--- config.mk ---
export PLATFORM = sky130hd
export DESIGN_NAME = double_ended_priority_queue
export DESIGN_NICKNAME = d
export VERILOG_FILES = /design/src/hw/rtl/dpq_pkg.sv /design/src/hw/rtl/dpq_ram.sv /design/src/hw/rtl/double_ended_priority_queue.sv
export SDC_FILE = /design/constraint.sdc
export NUM_CORES = 2
export LEC_CHECK = 0
export BUFFER_PORTS_ARGS = -buffer_cell sky130_fd_sc_hd__buf_4
export CORE_UTILIZATION = 30
export DETAILED_ROUTE_END_ITERATION = 16
export GPL_ROUTABILITY_DRIVEN = 0
export HOLD_SLACK_MARGIN = 0.12
export PLACE_DENSITY = 0.42
export SLEW_MARGIN = 40
export SYNTH_ARGS = -nofsm -noshare
export SYNTH_HDL_FRONTEND = slang
export SYNTH_SLANG_ARGS = --single-unit
export TNS_END_PERCENT = 20
--- constraint.sdc ---
create_clock -name i_clk -period 5.7 [get_ports i_clk]
set_input_delay 1.14 -clock i_clk [delete_from_list [all_inputs] [get_ports i_clk]]
set_output_delay 1.14 -clock i_clk [all_outputs]
set_load 0.02 [all_outputs]
--- src/hw/rtl/dpq_pkg.sv ---
// ----------------------------------------------------------------------------
// dpq_pkg
// Shared constants, codes and types of the double-ended priority queue.
// ----------------------------------------------------------------------------
package dpq_pkg;

    // Store size; a power of two so that ring addresses wrap by truncation
    localparam int CAPACITY = 64;
    localparam int ADDR_W   = $clog2(CAPACITY);
    localparam int CNT_W    = ADDR_W + 1;
    localparam int VAL_W    = 32;

    // Action codes
    localparam logic [1:0] ACT_INSERT   = 2'd0;
    localparam logic [1:0] ACT_POP_MIN  = 2'd1;
    localparam logic [1:0] ACT_POP_MAX  = 2'd2;

    // Result status codes
    localparam logic [1:0] ST_INSERTED  = 2'd0;
    localparam logic [1:0] ST_REMOVED   = 2'd1;
    localparam logic [1:0] ST_EMPTY     = 2'd2;
    localparam logic [1:0] ST_FULL      = 2'd3;

    // Sequencer states
    typedef enum logic [3:0] {
        S_IDLE = 4'b0001,
        S_POP  = 4'b0010,
        S_SHFT = 4'b0100,
        S_FIN  = 4'b1000
    } t_state;

endpackage

--- src/hw/rtl/dpq_ram.sv ---
// ----------------------------------------------------------------------------
// dpq_ram
// Simple dual-port synchronous RAM: one write port, one registered read port.
// ----------------------------------------------------------------------------
module dpq_ram #(
    parameter int DEPTH = 64,
    parameter int WIDTH = 32,
    parameter int AW    = $clog2(DEPTH)
) (
    input  logic             i_clk,
    input  logic             i_we,
    input  logic [AW-1:0]    i_waddr,
    input  logic [WIDTH-1:0] i_wdata,
    input  logic [AW-1:0]    i_raddr,
    output logic [WIDTH-1:0] o_rdata
);

    logic [WIDTH-1:0] r_mem [DEPTH];
    logic [WIDTH-1:0] r_rdata;

    // Write port
    always_ff @(posedge i_clk) begin
        if (i_we) begin
            r_mem[i_waddr] <= i_wdata;
        end
    end

    // Registered read port
    always_ff @(posedge i_clk) begin
        r_rdata <= r_mem[i_raddr];
    end

    assign o_rdata = r_rdata;

endmodule

--- src/hw/rtl/double_ended_priority_queue.sv ---
// ----------------------------------------------------------------------------
// double_ended_priority_queue
// Bounded multiset of signed values with removal of the smallest or largest.
// ----------------------------------------------------------------------------
// Input channel s_*: s_tuser carries the action (insert, remove smallest,
// remove largest; code 3 acts as remove largest), s_tdata the value to insert.
// Output channel m_*: one transfer per input, m_tdata the removed value (zero
// otherwise), m_tuser the status (inserted, removed, empty, full).
// The values sit in ascending order in a ring held in one RAM; a head pointer
// marks the smallest entry, head + count - 1 the largest.
// A refused insert, a removal from an empty store and an insert into an
// empty store are answered straight from the idle state; a removal reads
// one RAM entry first; any other insert moves each held value larger than
// the new one up, since the single write port moves one entry up per cycle.
// One item is worked on at a time; the next is taken at the earliest in the
// cycle after its predecessor's result reaches the output register.
// Reset (synchronous, active low) empties the store; RAM contents are not
// cleared. When m_tready is low the result waits in the output register and
// s_tready stays low until it has been taken.
// ----------------------------------------------------------------------------
module double_ended_priority_queue (
    input  logic        i_clk,
    input  logic        i_rst_n,
    input  logic        s_tvalid,
    output logic        s_tready,
    input  logic [31:0] s_tdata,   // [31:0] item_value
    input  logic [1:0]  s_tuser,   // [1:0] action
    output logic        m_tvalid,
    input  logic        m_tready,
    output logic [31:0] m_tdata,   // [31:0] out_value
    output logic [1:0]  m_tuser    // [1:0] status
);

    localparam int AW = dpq_pkg::ADDR_W;
    localparam int CW = dpq_pkg::CNT_W;
    localparam int VW = dpq_pkg::VAL_W;

    dpq_pkg::t_state r_state, n_state;
    logic [AW-1:0]   r_head, n_head;
    logic [CW-1:0]   r_count, n_count;
    logic [AW-1:0]   r_pos, n_pos;
    logic [VW-1:0]   r_val, n_val;
    logic            r_is_min, n_is_min;
    logic            r_mvalid, n_mvalid;
    logic [VW-1:0]   r_mdata, n_mdata;
    logic [1:0]      r_muser, n_muser;

    logic            ram_we;
    logic [AW-1:0]   ram_waddr;
    logic [VW-1:0]   ram_wdata;
    logic [AW-1:0]   ram_raddr;
    logic [VW-1:0]   ram_rdata;

    logic            in_xfer;
    logic            is_full;
    logic            is_empty;
    logic            larger;

    dpq_ram #(
        .DEPTH(dpq_pkg::CAPACITY),
        .WIDTH(VW),
        .AW   (AW)
    ) u_ram (
        .i_clk  (i_clk),
        .i_we   (ram_we),
        .i_waddr(ram_waddr),
        .i_wdata(ram_wdata),
        .i_raddr(ram_raddr),
        .o_rdata(ram_rdata)
    );

    assign s_tready = (r_state == dpq_pkg::S_IDLE) && (!r_mvalid || m_tready);
    assign in_xfer  = s_tvalid && s_tready;
    assign is_full  = (r_count == CW'(dpq_pkg::CAPACITY));
    assign is_empty = (r_count == '0);
    assign larger   = $signed(ram_rdata) > $signed(r_val);

    // Sequencer: decode the action, walk the ring, build the result
    always_comb begin
        n_state   = r_state;
        n_head    = r_head;
        n_count   = r_count;
        n_pos     = r_pos;
        n_val     = r_val;
        n_is_min  = r_is_min;
        n_mvalid  = r_mvalid && !m_tready;
        n_mdata   = r_mdata;
        n_muser   = r_muser;
        ram_we    = 1'b0;
        ram_waddr = r_head + r_pos;
        ram_wdata = r_val;
        ram_raddr = r_head;
        case (r_state)
            dpq_pkg::S_IDLE: begin
                if (in_xfer) begin
                    n_val = s_tdata;
                    if (s_tuser == dpq_pkg::ACT_INSERT) begin
                        if (is_full) begin
                            n_mvalid = 1'b1;
                            n_mdata  = '0;
                            n_muser  = dpq_pkg::ST_FULL;
                        end else if (is_empty) begin
                            ram_we    = 1'b1;
                            ram_waddr = r_head;
                            ram_wdata = s_tdata;
                            n_count   = r_count + CW'(1);
                            n_mvalid  = 1'b1;
                            n_mdata   = '0;
                            n_muser   = dpq_pkg::ST_INSERTED;
                        end else begin
                            // Start the shift from the top entry
                            n_pos     = r_count[AW-1:0];
                            ram_raddr = r_head + r_count[AW-1:0] - AW'(1);
                            n_state   = dpq_pkg::S_SHFT;
                        end
                    end else if (is_empty) begin
                        n_mvalid = 1'b1;
                        n_mdata  = '0;
                        n_muser  = dpq_pkg::ST_EMPTY;
                    end else begin
                        n_is_min  = (s_tuser == dpq_pkg::ACT_POP_MIN);
                        ram_raddr = (s_tuser == dpq_pkg::ACT_POP_MIN) ? r_head
                                  : r_head + r_count[AW-1:0] - AW'(1);
                        n_state   = dpq_pkg::S_POP;
                    end
                end
            end
            dpq_pkg::S_POP: begin
                // Drop the end entry and return it
                if (r_is_min) begin
                    n_head = r_head + AW'(1);
                end
                n_count  = r_count - CW'(1);
                n_mvalid = 1'b1;
                n_mdata  = ram_rdata;
                n_muser  = dpq_pkg::ST_REMOVED;
                n_state  = dpq_pkg::S_IDLE;
            end
            dpq_pkg::S_SHFT: begin
                ram_we = 1'b1;
                if (larger) begin
                    // Move the larger entry up one place, read the next below
                    ram_wdata = ram_rdata;
                    n_pos     = r_pos - AW'(1);
                    ram_raddr = r_head + r_pos - AW'(2);
                    if (r_pos == AW'(1)) begin
                        n_state = dpq_pkg::S_FIN;
                    end
                end else begin
                    n_count  = r_count + CW'(1);
                    n_mvalid = 1'b1;
                    n_mdata  = '0;
                    n_muser  = dpq_pkg::ST_INSERTED;
                    n_state  = dpq_pkg::S_IDLE;
                end
            end
            dpq_pkg::S_FIN: begin
                // New value is the smallest: place it at the head
                ram_we   = 1'b1;
                n_count  = r_count + CW'(1);
                n_mvalid = 1'b1;
                n_mdata  = '0;
                n_muser  = dpq_pkg::ST_INSERTED;
                n_state  = dpq_pkg::S_IDLE;
            end
            default: begin
                n_state = dpq_pkg::S_IDLE;
            end
        endcase
    end

    // Control state
    always_ff @(posedge i_clk) begin
        if (!i_rst_n) begin
            r_state  <= dpq_pkg::S_IDLE;
            r_head   <= '0;
            r_count  <= '0;
            r_mvalid <= 1'b0;
        end else begin
            r_state  <= n_state;
            r_head   <= n_head;
            r_count  <= n_count;
            r_mvalid <= n_mvalid;
        end
    end

    // Payload
    always_ff @(posedge i_clk) begin
        r_pos    <= n_pos;
        r_val    <= n_val;
        r_is_min <= n_is_min;
        r_mdata  <= n_mdata;
        r_muser  <= n_muser;
    end

    assign m_tvalid = r_mvalid;
    assign m_tdata  = r_mdata;
    assign m_tuser  = r_muser;

endmodule
==> metrics.log <==
INFO  metric status = finished clean
INFO  metric port_buffers = 73
INFO  metric multiInputGateArea = 20900 sq um
INFO  metric final_hold_viol_count = 0
INFO  metric syn_inst = 6405
INFO  metric slew-limit-headroom = 42.6%
INFO  metric drive_gt1_share = 14.1%
INFO  metric sequential_to_total_area_share_from_yosys_stat = 74.3%
INFO  metric critical_path.endpoint_type = register
INFO  metric clock-root-buffer = sky130_fd_sc_hd__clkbuf_16
INFO  metric slowest_stage_cell_cp = sky130_fd_sc_hd__or4_1
INFO  metric num_vias = 56400
INFO  metric fmax = 180 MHz
INFO  metric synthDominantCellAreaShare = between 70% and 80%
INFO  metric floorplan.die.width = between 500 and 600 um
INFO  metric ys_dominant_reg_cell = sky130_fd_sc_hd__edfxtp_1
INFO  metric cell_taking_the_most_area_after_synthesis = sky130_fd_sc_hd__edfxtp_1
INFO  metric critical_path.cell_chain = buf_4 -> ha_1 -> nand4_1 -> or4_1 -> o2111a_1 -> o311ai_0 -> o2111a_1 -> and2_4 -> buf_12 -> buf_12 -> buf_4 -> nand2_1 -> nand3_1 -> a21oi_1 -> or4_1 -> or4_1 -> a211oi_1
INFO  metric grtUsageMet2 = 33.1%
INFO  metric maxSlewViolCount = 0
INFO  metric cts_post_setup_buffers_inserted = 0
INFO  metric holdBufCountCts = 0
INFO  metric grt_pass1_vias = approximately 54000
INFO  metric io-pin-count = 74
INFO  metric worst-endpoint-required = 6.49 ns
INFO  metric p_per_area = between 600 and 700 nW/um^2
INFO  metric finClkSkew = around 0.055 ns
INFO  metric grt_antenna_before_repair = 34
INFO  metric worst_r2r_endpoint = u_ram.o_rdata[29]
INFO  metric drtAntennaViolNets = 0
INFO  metric coreArea = between 200000 and 300000 sq um
INFO  metric power_leakage = around 36 nW
INFO  metric count_of_endpoints_failing_setup_in_the_final_report = 0
INFO  metric total_switching_power = 0.0265 W
INFO  metric grt_start_max_net_pins = between 100 and 150
INFO  metric drc = 0
INFO  metric wire_per_inst = a little under 30 um
INFO  metric sequential_cell_area = 64700 sq um
INFO  metric first_iter_violations = slightly above 6000
INFO  metric final_period_minus_worst_setup_slack = ~5.6 ns
INFO  metric critical_path.max_stage_delay = 0.82 ns
INFO  metric fin_cells = 10700
INFO  metric switching_share = 41.7%
INFO  metric hold_path_startpoint = s_tdata[4]
INFO  metric clock_share_of_power = 22.9%
INFO  metric worst-slew-pin-transition = 0.861 ns
INFO  metric internal-power = roughly 0.037 W
INFO  metric grt_setup_unrepaired = no
INFO  metric grtUsageMet3 = 2.94%
INFO  metric vias_per_cell = 5.25
INFO  metric num-nets-final = approximately 6900
INFO  metric finalSetupTns = 0 ns
INFO  metric share_comb_of_total_power = between 40% and 50%
INFO  metric post_synth_main_area_contributors = sky130_fd_sc_hd__edfxtp_1, sky130_fd_sc_hd__nand2_1, sky130_fd_sc_hd__nand3_1
INFO  metric synth-edff-count = 2121
INFO  metric cts_buffers = 240
INFO  metric drt_first_pass_iters = 11
INFO  metric nFillCells = 27900
INFO  metric worst_r2r_startpoint = u_ram.o_rdata[7]
INFO  metric holdCritPathClass = in -> reg
INFO  metric wl = 318000 um
INFO  metric path_common_cell = sky130_fd_sc_hd__or4_1
INFO  metric synth.lib_cells_used.distinct = 75
INFO  metric start_kind = register
INFO  metric worstHoldPathCells = 1
INFO  metric worst-endpoint-arrival = roughly 6.3 ns
INFO  metric reg2reg_slack = around 0.15 ns
INFO  metric layout-area-overhead-vs-synth = 19.4%
INFO  metric cts_tree = built
INFO  metric syn-num-nets = 6501
INFO  metric track_usage = between 20% and 30%
INFO  metric cts_sinks = 2171
INFO  metric timing.critical_path.fanout_max = 54
INFO  metric max_cap_violations = 0
INFO  metric yosys_warnings = 0
INFO  metric grtUsageMet1 = just over 30%
INFO  metric grt_overflow_total = 0
INFO  metric syn_avg_cell_area = 13.6 sq um
INFO  metric globalRoute.busiestLayer = met2
INFO  metric clk-insertion-delay-late = 0.91 ns
INFO  metric rows = around 200
INFO  metric global_route_wire_length_before_repair = 440000 um
INFO  metric clkSlewWorstSetupHoldPaths = ~0.06 ns
INFO  metric critical_path_class = reg -> reg
INFO  metric synth_seq_cells = 2171
INFO  metric dpl.hpwl = 187000 um
INFO  metric floorplan.initialDensity = 30.2%
INFO  metric cts.htree.levels = 4
INFO  metric clk_path_buf_depth = 4
INFO  metric finalCritPeriodShare = 97.4%
INFO  metric dieArea = 292000 sq um
INFO  metric power.ir.vdd_worst = 571 uV
INFO  metric synthesis.area = just under 90000 sq um
INFO  metric r2r.worst_path.cells = 17
INFO  metric worst_hold_path.endpoint = r_val[4]
INFO  metric power.sequential.fraction = 34.4%
INFO  metric placedCellCount = 10300
INFO  metric floorplan.die.height = approximately 540 um
INFO  metric synthArstFlopShare = 0%
final cells by class:
type,count,share of cell area [%]
clock buffers,300,5.99
repair buffers,536,5.89
inverters,97,0.353
well taps,3781,4.55
flip-flops and latches,2171,62.2
clock inverters,118,0.853
diodes,18,0.0433
multi-input cells,3724,20.1
repair_timing:
action | CTS | global route
resized for setup | 3 | 2
setup endpoints to repair | 2 | 3
pin swaps | 0 | 2
sequential cells by signal (all words and copies together), names as in the netlist:
signal         flops
r_val             32
r_pos              6
r_is_min           1
m_tuser            2
m_tdata           32
r_count            7
r_state            4
r_head             6
u_ram.o_rdata     32
m_tvalid           1
u_ram.r_mem     2048
through the flow:
stage / instance area (sq um) / power (W) / worst slack, ns / utilization [%] / hold slack [ns]
finish: 104000 / 0.0636 / 0.147 / 36.1 / 0.455
detailed placement: 96800 / 0.0493 / -0.171 / 33.6 / 0.569
CTS: 104000 / 0.0639 / 0.0168 / 36.0 / 0.388
floorplan: 87100 / 0.0349 / 0.913 / - / 0.537
global route: 104000 / 0.0661 / 0.0257 / 36.0 / 0.409
global placement: 96700 / 0.0492 / -0.0356 / 33.5 / 0.559
cells by family (layout without fill, tap and decap cells):
group,Yosys count,count (layout),synth area share (%)
AO/OA/AOI/OAI,887,887,6.68
XOR/XNOR,31,31,0.312
adder cells (fa/ha/maj),58,58,0.859
buffers and inverters,510,1051,2.49
flip-flops,2171,2171,74.3
multiplexers,201,201,2.31
other,0,18,0
AND/OR/NAND/NOR,2547,2547,13.1
how the worst max path moves through the flow:
| stage | from | endpoint | slack (ns) | depth (start not counted) |
|---|---|---|---|---|
| 2_1_floorplan | m_tready | u_ram.r_mem[41][0] | 0.91 | 9 |
| 6_report | u_ram.o_rdata[7] | u_ram.o_rdata[29] | 0.15 | 17 |
| 4_1_cts | u_ram.o_rdata[7] | u_ram.o_rdata[19] | 0.02 | 16 |
| 5_1_grt | u_ram.o_rdata[7] | u_ram.o_rdata[6] | 0.03 | 16 |
| 3_5_place_dp | u_ram.o_rdata[7] | u_ram.o_rdata[6] | -0.17 | 16 |
| 3_3_place_gp | u_ram.o_rdata[12] | u_ram.o_rdata[6] | -0.04 | 16 |
worst max-delay path: cells and delay by family, from the launching register on:
family	cells	cell delay (ns)
DFF	1	0.38
and+or+nand+nor	7	2.64
adders and majority gates	1	0.32
buffers and inverters	4	0.89
AOI/OAI and AO/OA	5	1.11
metal layers:
layer  vias to the layer above  part of all wire [%]
li1                      24800                     -
met1                     29400                    46
met2                      1789                    45
met3                       365                   6.0
met4                         2                   2.4
met5                         -                0.0028
power by group through the flow:
stage                     Sequential, W  Combinational, W  Clock (W)
after detailed placement         0.0222            0.0271          0
after floorplan                  0.0223            0.0126          0
after CTS                        0.0219            0.0272     0.0149
after global placement           0.0222            0.0270          0
after global routing             0.0219            0.0288     0.0155
final                            0.0219            0.0271     0.0146
synth_stat cells (all sizes together) (5+ instances only):
library cell and number:
clkbuf 229, dfxtp 50, nor4b 5, a21oi 413, nand4 18, a22o 33, a32oi 65, a311oi 34
mux2i 200, and2 11, nor3 16, or4 100, ha 55, o21ai 23, o22ai 66, nand3 686
xnor2 20, nor2b 9, buf 184, xor2 11, a21o 10, inv 97, nor2 107, edfxtp 2121
a211oi 166, and3 136, a222oi 31, nand2 1442, a31oi 7
layout by cell type (no fill, tap or decap), drive strengths merged, types with 4 or more instances in the layout:
cell type	n
or3	4
nand2b	4
nor4b	5
edfxtp	2121
clkbuf	300
a21oi	413
diode	18
xnor2	20
nor3	16
a31oi	7
nor2	107
and3	136
and2	11
buf	536
bufinv	11
nand4	18
clkinv	98
a311oi	34
a21boi	4
ha	55
o21ai	23
a211oi	166
clkinvlp	5
a21o	10
mux2i	200
o22ai	66
dfxtp	50
or4	100
a222oi	31
a32oi	65
inv	101
nor2b	9
o211ai	4
nand2	1442
a22o	33
xor2	11
nand3	686
(Power assumes the default switching activity.)
